==> config.mk <==
export PLATFORM = sky130hd
export DESIGN_NAME = lcm_two_operands_unit
export DESIGN_NICKNAME = d
export VERILOG_FILES = /design/src/lcm_pkg.sv /design/src/lcm_dp.sv /design/src/lcm_ctrl.sv /design/src/lcm_two_operands_unit.sv
export SDC_FILE = /design/constraint.sdc
export NUM_CORES = 1
export LEC_CHECK = 0
export BUFFER_PORTS_ARGS = -buffer_cell sky130_fd_sc_hd__buf_2
export CORE_UTILIZATION = 35
export DETAILED_ROUTE_END_ITERATION = 8
export HOLD_SLACK_MARGIN = 0.1
export PLACE_DENSITY = 0.54
export SLEW_MARGIN = 10
export SYNTH_ARGS = -nofsm -noshare
export SYNTH_HDL_FRONTEND = slang
export SYNTH_SLANG_ARGS = --single-unit
==> constraint.sdc <==
create_clock -name i_clk -period 6 [get_ports i_clk]
set_input_delay 1.5 -clock i_clk [delete_from_list [all_inputs] [get_ports i_clk]]
set_output_delay 1.5 -clock i_clk [all_outputs]
set_load 0.05 [all_outputs]
==> src/lcm_pkg.sv <==
// Shared types and constants for the least common multiple unit.
// Used by lcm_ctrl, lcm_dp and lcm_two_operands_unit; depends on nothing.
package lcm_pkg;

    localparam int IN_WIDTH       = 32;
    localparam int MULTIPLE_WIDTH = 64;

    typedef struct packed {
        logic load;
        logic gcd_step;
        logic div_init;
        logic div_step;
        logic mul_step;
        logic out_load;
    } t_cmd;

    typedef struct packed {
        logic zero;
        logic gcd_done;
    } t_sts;

endpackage

==> src/lcm_dp.sv <==
// Datapath: binary GCD reduction, restoring divider and shift-add multiplier.
// Depends on lcm_pkg; driven by commands from lcm_ctrl.
module lcm_dp #(
    parameter int W = 32
) (
    input  logic                                 i_clk,
    input  logic [lcm_pkg::IN_WIDTH-1:0]         i_operand_a,
    input  logic [lcm_pkg::IN_WIDTH-1:0]         i_operand_b,
    input  lcm_pkg::t_cmd                        i_cmd,
    output lcm_pkg::t_sts                        o_sts,
    output logic [lcm_pkg::MULTIPLE_WIDTH-1:0]   o_multiple
);
    import lcm_pkg::*;

    logic [W-1:0]   r_x, n_x;
    logic [W-1:0]   r_y, n_y;
    logic [W-1:0]   r_a, n_a;
    logic [W-1:0]   r_b, n_b;
    logic [W-1:0]   r_rem, n_rem;
    logic [W-1:0]   r_quo, n_quo;
    logic [W-1:0]   r_hi, n_hi;
    logic [2*W-1:0] r_multiple, n_multiple;

    logic [W-1:0]   in_a;
    logic [W-1:0]   in_b;
    logic [W-1:0]   diff_xy;
    logic [W-1:0]   diff_yx;
    logic [W:0]     trial;
    logic [W:0]     trial_sub;
    logic           trial_ge;
    logic [W:0]     mul_sum;

    assign in_a      = i_operand_a[W-1:0];
    assign in_b      = i_operand_b[W-1:0];
    assign diff_xy   = r_x - r_y;
    assign diff_yx   = r_y - r_x;
    assign trial     = {r_rem, r_quo[W-1]};
    assign trial_sub = trial - {1'b0, r_x};
    assign trial_ge  = (trial >= {1'b0, r_x});
    assign mul_sum   = {1'b0, r_hi} + (r_quo[0] ? {1'b0, r_b} : {(W+1){1'b0}});

    assign o_sts.zero     = (in_a == '0) || (in_b == '0);
    assign o_sts.gcd_done = (r_x == r_y);
    assign o_multiple     = MULTIPLE_WIDTH'(r_multiple);

    always_comb begin
        n_x        = r_x;
        n_y        = r_y;
        n_a        = r_a;
        n_b        = r_b;
        n_rem      = r_rem;
        n_quo      = r_quo;
        n_hi       = r_hi;
        n_multiple = r_multiple;
        if (i_cmd.load) begin
            n_x   = in_a;
            n_y   = in_b;
            n_a   = in_a;
            n_b   = in_b;
            n_rem = '0;
            n_quo = '0;
            n_hi  = '0;
        end
        if (i_cmd.gcd_step) begin
            if (!r_x[0] && !r_y[0]) begin
                n_x = r_x >> 1;
                n_y = r_y >> 1;
                n_a = r_a >> 1;
            end else if (!r_x[0]) begin
                n_x = r_x >> 1;
            end else if (!r_y[0]) begin
                n_y = r_y >> 1;
            end else if (r_x > r_y) begin
                n_x = diff_xy >> 1;
            end else begin
                n_y = diff_yx >> 1;
            end
        end
        if (i_cmd.div_init) begin
            n_quo = r_a;
        end
        if (i_cmd.div_step) begin
            n_rem = trial_ge ? trial_sub[W-1:0] : trial[W-1:0];
            n_quo = {r_quo[W-2:0], trial_ge};
        end
        if (i_cmd.mul_step) begin
            n_hi  = mul_sum[W:1];
            n_quo = {mul_sum[0], r_quo[W-1:1]};
        end
        if (i_cmd.out_load) begin
            n_multiple = {r_hi, r_quo};
        end
    end

    always_ff @(posedge i_clk) begin
        r_x        <= n_x;
        r_y        <= n_y;
        r_a        <= n_a;
        r_b        <= n_b;
        r_rem      <= n_rem;
        r_quo      <= n_quo;
        r_hi       <= n_hi;
        r_multiple <= n_multiple;
    end

endmodule

==> src/lcm_ctrl.sv <==
// Controller: sequences load, GCD, divide and multiply phases and owns the handshakes.
// Depends on lcm_pkg; drives lcm_dp through t_cmd and reads t_sts.
module lcm_ctrl #(
    parameter int W = 32
) (
    input  logic          i_clk,
    input  logic          i_rst_n,
    input  logic          i_valid,
    output logic          o_stall,
    output logic          o_valid,
    input  logic          i_stall,
    input  lcm_pkg::t_sts i_sts,
    output lcm_pkg::t_cmd o_cmd
);
    import lcm_pkg::*;

    localparam int CW = (W > 1) ? $clog2(W) : 1;

    localparam logic [2:0] S_IDLE = 3'd0;
    localparam logic [2:0] S_GCD  = 3'd1;
    localparam logic [2:0] S_DIV  = 3'd2;
    localparam logic [2:0] S_MUL  = 3'd3;
    localparam logic [2:0] S_HOLD = 3'd4;

    logic [2:0]    r_state, n_state;
    logic [CW-1:0] r_cnt, n_cnt;
    logic          r_out_valid, n_out_valid;
    logic          cnt_last;
    logic          slot_free;

    assign cnt_last  = (r_cnt == CW'(W - 1));
    assign slot_free = !r_out_valid || !i_stall;
    assign o_stall   = (r_state != S_IDLE);
    assign o_valid   = r_out_valid;

    always_comb begin
        n_state     = r_state;
        n_cnt       = r_cnt;
        n_out_valid = r_out_valid;
        o_cmd       = '0;
        if (r_out_valid && !i_stall) begin
            n_out_valid = 1'b0;
        end
        unique case (r_state)
            S_IDLE: begin
                if (i_valid) begin
                    o_cmd.load = 1'b1;
                    n_state    = i_sts.zero ? S_HOLD : S_GCD;
                end
            end
            S_GCD: begin
                if (i_sts.gcd_done) begin
                    o_cmd.div_init = 1'b1;
                    n_cnt          = '0;
                    n_state        = S_DIV;
                end else begin
                    o_cmd.gcd_step = 1'b1;
                end
            end
            S_DIV: begin
                o_cmd.div_step = 1'b1;
                n_cnt          = r_cnt + 1'b1;
                if (cnt_last) begin
                    n_cnt   = '0;
                    n_state = S_MUL;
                end
            end
            S_MUL: begin
                o_cmd.mul_step = 1'b1;
                n_cnt          = r_cnt + 1'b1;
                if (cnt_last) begin
                    n_cnt   = '0;
                    n_state = S_HOLD;
                end
            end
            S_HOLD: begin
                if (slot_free) begin
                    o_cmd.out_load = 1'b1;
                    n_out_valid    = 1'b1;
                    n_state        = S_IDLE;
                end
            end
            default: begin
                n_state = S_IDLE;
            end
        endcase
    end

    always_ff @(posedge i_clk) begin
        if (!i_rst_n) begin
            r_state     <= S_IDLE;
            r_cnt       <= '0;
            r_out_valid <= 1'b0;
        end else begin
            r_state     <= n_state;
            r_cnt       <= n_cnt;
            r_out_valid <= n_out_valid;
        end
    end

`ifndef ASSERT_OFF
    a_load_into_free_slot: assert property (@(posedge i_clk) disable iff (!i_rst_n)
        o_cmd.out_load |-> (!r_out_valid || !i_stall))
        else $error("result loaded over a pending beat");

    a_zero_skips_work: assert property (@(posedge i_clk) disable iff (!i_rst_n)
        (r_state == S_IDLE && i_valid && i_sts.zero) |=> (r_state == S_HOLD))
        else $error("zero operand did not go straight to output");

    a_div_starts_clean: assert property (@(posedge i_clk) disable iff (!i_rst_n)
        (r_state == S_GCD && i_sts.gcd_done) |=> (r_state == S_DIV && r_cnt == '0))
        else $error("divide phase entered with stale count");

    a_out_after_mul: assert property (@(posedge i_clk) disable iff (!i_rst_n)
        (r_state == S_MUL && cnt_last) |=> (r_state == S_HOLD))
        else $error("multiply phase overran");
`endif

endmodule

==> src/lcm_two_operands_unit.sv <==
// Least common multiple of two unsigned operands, one item at a time.
// Sequence: a load step, GCD steps and an exit step, OPERAND_WIDTH divide steps,
// OPERAND_WIDTH multiply steps, then an output step. A zero operand goes from the load step
// straight to the output step. No new item is taken until the shared GCD, divide and multiply
// sequence is done; the result register frees the input while a beat waits.
// Reset clears the controller and output valid only; no clearing pass is needed.
module lcm_two_operands_unit #(
    parameter int OPERAND_WIDTH = 32
) (
    input  logic                                 i_clk,
    input  logic                                 i_rst_n,
    input  logic                                 i_valid,
    output logic                                 o_stall,
    input  logic [lcm_pkg::IN_WIDTH-1:0]         i_operand_a,
    input  logic [lcm_pkg::IN_WIDTH-1:0]         i_operand_b,
    output logic                                 o_valid,
    input  logic                                 i_stall,
    output logic [lcm_pkg::MULTIPLE_WIDTH-1:0]   o_multiple
);
    import lcm_pkg::*;

    t_cmd cmd;
    t_sts sts;

    lcm_ctrl #(
        .W (OPERAND_WIDTH)
    ) u_ctrl (
        .i_clk   (i_clk),
        .i_rst_n (i_rst_n),
        .i_valid (i_valid),
        .o_stall (o_stall),
        .o_valid (o_valid),
        .i_stall (i_stall),
        .i_sts   (sts),
        .o_cmd   (cmd)
    );

    lcm_dp #(
        .W (OPERAND_WIDTH)
    ) u_dp (
        .i_clk       (i_clk),
        .i_operand_a (i_operand_a),
        .i_operand_b (i_operand_b),
        .i_cmd       (cmd),
        .o_sts       (sts),
        .o_multiple  (o_multiple)
    );

endmodule
==> summary.md, run 1 <==
| Metric | Value |
|---|---|
| Post-CTS Setup Inserts | `0` |
| Netlist cell types | `82` |
| Fill cells | `5443` |
| Vias in the first global route | `16400` |
| FP Rows | `85` |
| Remaining Overflow, GRT | `0` |
| Initial core utilization | `35.8%` |
| H-Tree Level Count | `2` |
| Fin. Hold Viols | `0` |
| Crit path kind | `reg2reg` |
| Primary FF master, synth | `edfxtp_1` |
| Hold crit path type | `reg2reg` |
| Async SR Flop Fraction | `0%` |
| Avg Inst Size Synth | `8.88 sq um` |
| Post-synth EDFFs | `192` |
| Leading area contributor after synthesis | `edfxtp_1` |
| Final Power | `13300 uW` |
| RSZ-0062 raised after global routing | `no` |
| Total GRT Usage | `22.8%` |
| Maximum number of pins on one net before global-route repair | `101` |
| Switch share | `48.5%` |
| Gp weighted congestion | `0.954` |
| Post-route DRC | `0` |
| Max Slew Vio Count | `0` |
| Initial antenna violation count | `0` |
| Leak pwr | `0.00875 uW` |
| Final WL | `65100 microns` |
| Worst-path clk slew | `0.06 ns` |
| Cells after synthesis | `2187` |
| Routed len/inst | `21.5 microns` |
| # resized after CTS | `0` |
| Top cells by area, synth | `edfxtp_1 (30%), dfxtp_1 (11%), ha_1 (8.4%)` |
| Synth top cells by count | `nand2_1 (249), a21oi_1 (233), edfxtp_1 (192)` |
| Worst EP arrival | `4.86 ns` |
| Flops & latches, synth | `297` |
| Combinational share of power | `58.8%` |
| Iter 0 DRT Violations | `1655` |
| Clock Tree Buf Depth | `3` |
| Max-cap violations | `0` |
| Pre-antenna DRT Iters | `5` |
| I/O Pins | `134` |
| Core area | `54300 sq um` |
| Pint | `6860 uW` |
| Total CTS buffers | `37` |
| # diodes | `0` |
| Die area | `56500 sq um` |
| Final nets | `2466` |
| CP Data Required Time | `6.48 ns` |
| Sw Pwr | `6460 uW` |
| Maximum vdd ir drop | `0.271 mV` |
| Chip Height | `238 microns` |
| Global-route wire length before repair | `99000 microns` |
| Pwr Density | `605 nW/um^2` |
| Final core occ | `40.5%` |
| Final setup fails | `0` |
| CP Max Fanout | `21` |
| Most numerous cell in the Yosys netlist | `nand2_1` |
| Clk Latency, worst-skew pair | `0.56 ns` |
| Via/cell ratio | `5.66` |
| # hold bufs at CTS | `0` |
| Proportion of layout cells with a drive suffix above 1 | `10.9%` |
| Synth top area share | `29.7%` |
| CTS tree | `built` |
| Antenna-violating nets left | `0` |
| Via count | `17200` |
| Final min period | `4.38 ns` |
| Synthesized area | `19400 sq um` |
| Post-Syn Nets | `2389` |
| Least-Margin Pin Slew | `1.20 ns` |
| Crit share post-route | `72.9%` |
| Setup crit start kind | `register` |
| Clk pwr share | `17.5%` |
| Root buffer cell | `clkbuf_16` |
| Crit end category | `register` |
| Synth warn | `0` |
| Sequential share of the synthesized area | `40.5%` |
| DP HPWL | `49500 microns` |
| Sequential share of power | `23.6%` |
| # port buffers | `133` |
| Final Skew | `0.0133 ns` |
| Fin Setup TNS | `0 ns` |
| Clock Sinks | `297` |
| Area Overhead vs Synth | `13.2%` |
| Relative slew margins | `20.2%` |
| Max Freq | `0.229 GHz` |
| Status | `finished, final reports clean` |
| Die span in x | `238 microns` |
[final timing paths]
kind         slack (ns)  depth (start not counted)                   startpoint                            end
max                1.62                         12          u_dp.r_y[0]$_DFF_P_           u_dp.r_y[25]$_DFF_P_
min                0.47                          0  u_dp.r_hi[10]$_SDFFCE_PN0P_  u_dp.o_multiple[42]$_DFFE_PP_
min reg2reg        0.47                          0  u_dp.r_hi[10]$_SDFFCE_PN0P_  u_dp.o_multiple[42]$_DFFE_PP_
max reg2reg        1.62                         12          u_dp.r_y[0]$_DFF_P_           u_dp.r_y[25]$_DFF_P_
[critical path, cell delays in order (launching register included)]
cell,delay [ns]
dfxtp_1,0.31
buf_4,0.28
clkinv_1,0.15
buf_4,0.24
ha_1,0.34
or4_4,0.57
nor4_4,0.54
nor2b_2,0.21
nand2_1,0.53
nor2_1,0.30
nor2_1,0.51
a31oi_1,0.09
o22ai_1,0.21
[cells in the final DEF, fill, tap and decap left out, types with 14 or more instances in the layout]
cell type,count
xnor2_1,76
buf_2,133
nand4_1,20
nor2b_1,20
o21ai_0,138
xor2_1,30
a21oi_1,232
and2_1,40
inv_1,102
a211oi_1,39
a31oi_1,33
nor3_1,22
o21bai_1,19
nand2_1,247
dfxtp_1,104
nor4_1,23
a221oi_1,18
a21o_1,46
clkbuf_16,38
and3_1,40
nor2_1,174
edfxtp_1,192
o211ai_1,15
ha_1,130
o21a_1,22
nand2b_1,14
nand3_1,24
mux2i_1,33
buf_4,25
o22ai_1,31
[power groups by stage]
stage	Combinational [uW]	Clock [uW]	Sequential [uW]
4_1_cts	7650	2400	3130
6_report	7840	2340	3150
5_1_grt	8500	2460	3180
3_3_place_gp	7650	0	3160
3_5_place_dp	7610	0	3160
2_1_floorplan	5560	0	3040
[metal layers]
layer | up-vias | share of wire, % | global-route usage (%)
met3 | 109 | 6.3 | 3.67
met4 | 0 | 3.6 | 9.29
li1 | 8175 | - | -
met2 | 608 | 44 | 35.8
met1 | 8271 | 46 | 31.2
met5 | - | 0 | 0
[final cells by class]
cell class	count	area, sq um	area share [%]
Tap cell	739	925	4.20
Sequential cell	297	7870	35.8
Inverter	106	399	1.81
Multi-Input combinational cell	1664	10700	48.6
Clock buffer	43	990	4.50
Timing Repair Buffer	158	853	3.88
Clock inverter	25	277	1.26
[cells by family after synthesis]
family / synth area share (%)
fa+ha+maj: 8.78
simple gates: 16.5
flops: 40.5
buf+inv: 4.66
xor+xnor: 4.78
mux: 1.82
compound gates: 23.0
[registers in the layout, summed over array words and instances (netlist names)]
register and cells:
u_ctrl.o_valid 1, u_ctrl.r_cnt 5, u_ctrl.r_state 3, u_dp.o_multiple 64
u_dp.r_a 32, u_dp.r_b 32, u_dp.r_hi 32, u_dp.r_quo 32
u_dp.r_rem 32, u_dp.r_x 32, u_dp.r_y 32
[metrics by stage]
stage | instances | setup slack, ns | hold WS, ns | area (sq um)
final | 3032 | 1.62 | 0.471 | 22000
after global routing | 3032 | 1.49 | 0.489 | 22000
after CTS | 3032 | 1.72 | 0.471 | 22000
after detailed placement | 2964 | 1.76 | 0.447 | 20700
after global placement | 2964 | 1.67 | 0.457 | 20700
after floorplan | 2187 | 0.947 | 0.433 | 19400
No activity file was read; power rests on OpenSTA's default activity.
==> inputs of run 2 (changes only) <==
==> constraint.sdc (replaced) <==
create_clock -name i_clk -period 4.55 [get_ports i_clk]
set_input_delay 1.1375 -clock i_clk [delete_from_list [all_inputs] [get_ports i_clk]]
set_output_delay 1.1375 -clock i_clk [all_outputs]
set_load 0.05 [all_outputs]
==> summary.md, run 2 (synthesis gave the netlist of run 1 again) <==
| Metric | Value |
|---|---|
| Status | `finished, final reports clean` |
| Max Slew Vio Count | `0 (unchanged)` |
| Switch share | `47.9% (-0.58 points)` |
| Min-delay src | `u_dp.r_hi[14]$_SDFFCE_PN0P_` |
| Cells on Worst Hold Path | `0 (unchanged)` |
| Area Overhead vs Synth | `13.3% (about the same)` |
| Largest register FFs | `64 (unchanged)` |
| CTS tree | `built` |
| Most common cell after layout, fill and taps aside | `nand2_1` |
| Hold Slack | `0.466 ns (-0.00510 ns)` |
| Die span in x | `238 microns (unchanged)` |
| Pre-antenna DRT Iters | `5 (unchanged)` |
| Worst path max stage delay | `0.97 ns (+0.40 ns)` |
| Fin Setup TNS | `0 ns (unchanged)` |
| Via/cell ratio | `5.65 (-0.20%)` |
| Post-CTS Setup Inserts | `0 (unchanged)` |
| H-Tree Level Count | `2 (unchanged)` |
| Relative slew margins | `22.8% (+2.6 points)` |
| Routed len/inst | `21.4 microns (-0.61%)` |
| Root buffer cell | `clkbuf_16` |
| Core area | `54300 sq um (unchanged)` |
| # diodes | `0 (unchanged)` |
| Initial core utilization | `35.8% (unchanged)` |
| CP most frequent cell | `and2_1` |
| Critical R2R Launch | `u_dp.r_x[28]$_DFF_P_` |
| R2r endpoint | `u_dp.r_rem[22]$_SDFFCE_PN0P_` |
| Hold crit path type | `reg2reg` |
| Die area | `56500 sq um (unchanged)` |
| Clock Tree Buf Depth | `3 (unchanged)` |
| Remaining Overflow, GRT | `0 (unchanged)` |
| Gp weighted congestion | `0.982 (+2.9%)` |
| Crit end category | `register` |
| Antenna-violating nets left | `0 (unchanged)` |
| Commonest non-fill, non-tap cells in the layout | `nand2_1 (248), a21oi_1 (232), edfxtp_1 (192)` |
| DP HPWL | `49100 microns (-0.88%)` |
| Sw Pwr | `8260 uW (+28%)` |
| Iter 0 DRT Violations | `1748 (+5.6%)` |
| Global-route wire length before repair | `98300 microns (-0.76%)` |
| Clock Sinks | `297 (unchanged)` |
| Total GRT Usage | `22.6% (-0.18 points)` |
| Multi-input logic area | `10700 sq um (about the same)` |
| Via count | `17200 (+0.093%)` |
| Final setup fails | `0 (unchanged)` |
| Sequential share of power | `23.8% (+0.2 points)` |
| Total CTS buffers | `38 (+2.7%)` |
| Slowest cell on crit path | `and2_1` |
| Reg area | `7870 sq um (unchanged)` |
| R2R setup slack | `0.56 ns (-1.06 ns)` |
| Max-cap violations | `0 (unchanged)` |
| Worst EP arrival | `4.30 ns (-0.56 ns)` |
| Setup crit start kind | `register` |
| Clk Latency, worst-skew pair | `0.57 ns (about the same)` |
| Max Freq | `0.251 GHz (+9.7%)` |
| Pint | `8980 uW (+31%)` |
| Combinational share of power | `58.9% (about the same)` |
| # resized after CTS | `0 (unchanged)` |
| Final WL | `64900 microns (-0.31%)` |
| Crit path kind | `reg2reg` |
| Final nets | `2474 (+0.32%)` |
| # hold bufs at CTS | `0 (unchanged)` |
| Proportion of layout cells with a drive suffix above 1 | `10.8% (-0.17 points)` |
| CP Max Fanout | `26 (+24%)` |
| Crit-path cells | `inv_1 > ha_1 > nand4_1 > or2_2 > nor2_1 > a31oi_1 > o21ai_0 > a211oi_1 > and2_1 > o31ai_1 > and2_1` |
| Maximum vdd ir drop | `0.296 mV (+9.2%)` |
| Leak pwr | `0.00876 uW (+0.20%)` |
| Least-Margin Pin Slew | `1.16 ns (-0.0396 ns)` |
| Chip Height | `238 microns (unchanged)` |
| Final Skew | `0.0171 ns (+0.00380 ns)` |
| Reg2reg path depth | `11 (-1)` |
| Worst-path clk slew | `0.06 ns (about the same)` |
| CP Data Required Time | `4.86 ns (-1.62 ns)` |
| Vias in the first global route | `16500 (+0.48%)` |
| Fill cells | `5433 (-0.18%)` |
| Fin. Hold Viols | `0 (unchanged)` |
| WHS Endpoint | `u_dp.o_multiple[46]$_DFFE_PP_` |
| RSZ-0062 raised after global routing | `no` |
| Post-route DRC | `0 (unchanged)` |
| Initial antenna violation count | `0 (unchanged)` |
| Crit share post-route | `87.6% (+15 points)` |
| Maximum number of pins on one net before global-route repair | `70 (-31%)` |
| Pwr Density | `783 nW/um^2 (+29%)` |
| # port buffers | `133 (unchanged)` |
| I/O Pins | `134 (unchanged)` |
| Final min period | `3.99 ns (-0.388 ns)` |
| Clk pwr share | `17.3% (-0.2 points)` |
| FP Rows | `85 (unchanged)` |
-- run 2: final cells by class --
class / count / area share [%]
Inverter: 106 / 1.81
Tap cell: 739 / 4.20
Multi-Input combinational cell: 1664 / 48.5
Clock buffer: 59 / 4.97
Clock inverter: 11 / 0.585
Timing Repair Buffer: 165 / 4.17
Sequential cell: 297 / 35.7
-- run 2: metrics by stage --
stage                     utilization, %  setup WS, ns  cell area (sq um)  cells  power, uW
after floorplan                        -          1.11              19400   2187      11300
after global placement              38.3         0.670              20800   2971      14000
after detailed placement            38.3         0.566              20800   2971      14000
after CTS                           40.5         0.541              22000   3041      17100
after global routing                40.5         0.314              22000   3041      18300
final                               40.5         0.562              22000   3041      17200
-- run 2: power groups by stage --
stage	clock, uW	combinational, uW	sequential, uW
floorplan	0	7330	4000
global placement	0	9910	4130
detailed placement	0	9900	4140
CTS	3050	9950	4090
global route	3140	11000	4160
finish	2980	10200	4100
-- run 2: routing by layer --
layer  track usage (%)  vias to the layer above  routed length (microns)
li1                  -                     8180                        -
met1              30.1                     8293                    28800
met2              36.1                      582                    29200
met3              4.15                      124                     4270
met4              9.38                        0                     2660
met5                 0                        -                        0
-- run 2: how the worst max path moves through the flow --
stage	start	to	slack (ns)
floorplan	u_dp.r_y[0]$_DFF_P_	u_dp.r_quo[0]$_DFFE_PP_	1.11
global placement	u_dp.r_x[28]$_DFF_P_	u_dp.r_rem[22]$_SDFFCE_PN0P_	0.67
detailed placement	u_dp.r_x[28]$_DFF_P_	u_dp.r_rem[22]$_SDFFCE_PN0P_	0.57
CTS	u_dp.r_x[28]$_DFF_P_	u_dp.r_rem[22]$_SDFFCE_PN0P_	0.54
global route	u_dp.r_x[6]$_DFF_P_	u_dp.r_rem[22]$_SDFFCE_PN0P_	0.31
finish	u_dp.r_x[28]$_DFF_P_	u_dp.r_rem[22]$_SDFFCE_PN0P_	0.56
-- run 2: worst max-delay path: cells and delay by family, from the launching register on --
family          cells  cell delay, ns
flops               1            0.40
compound gates      4            1.12
simple gates        5            1.59
fa+ha+maj           1            0.42
buf+inv             1            0.17
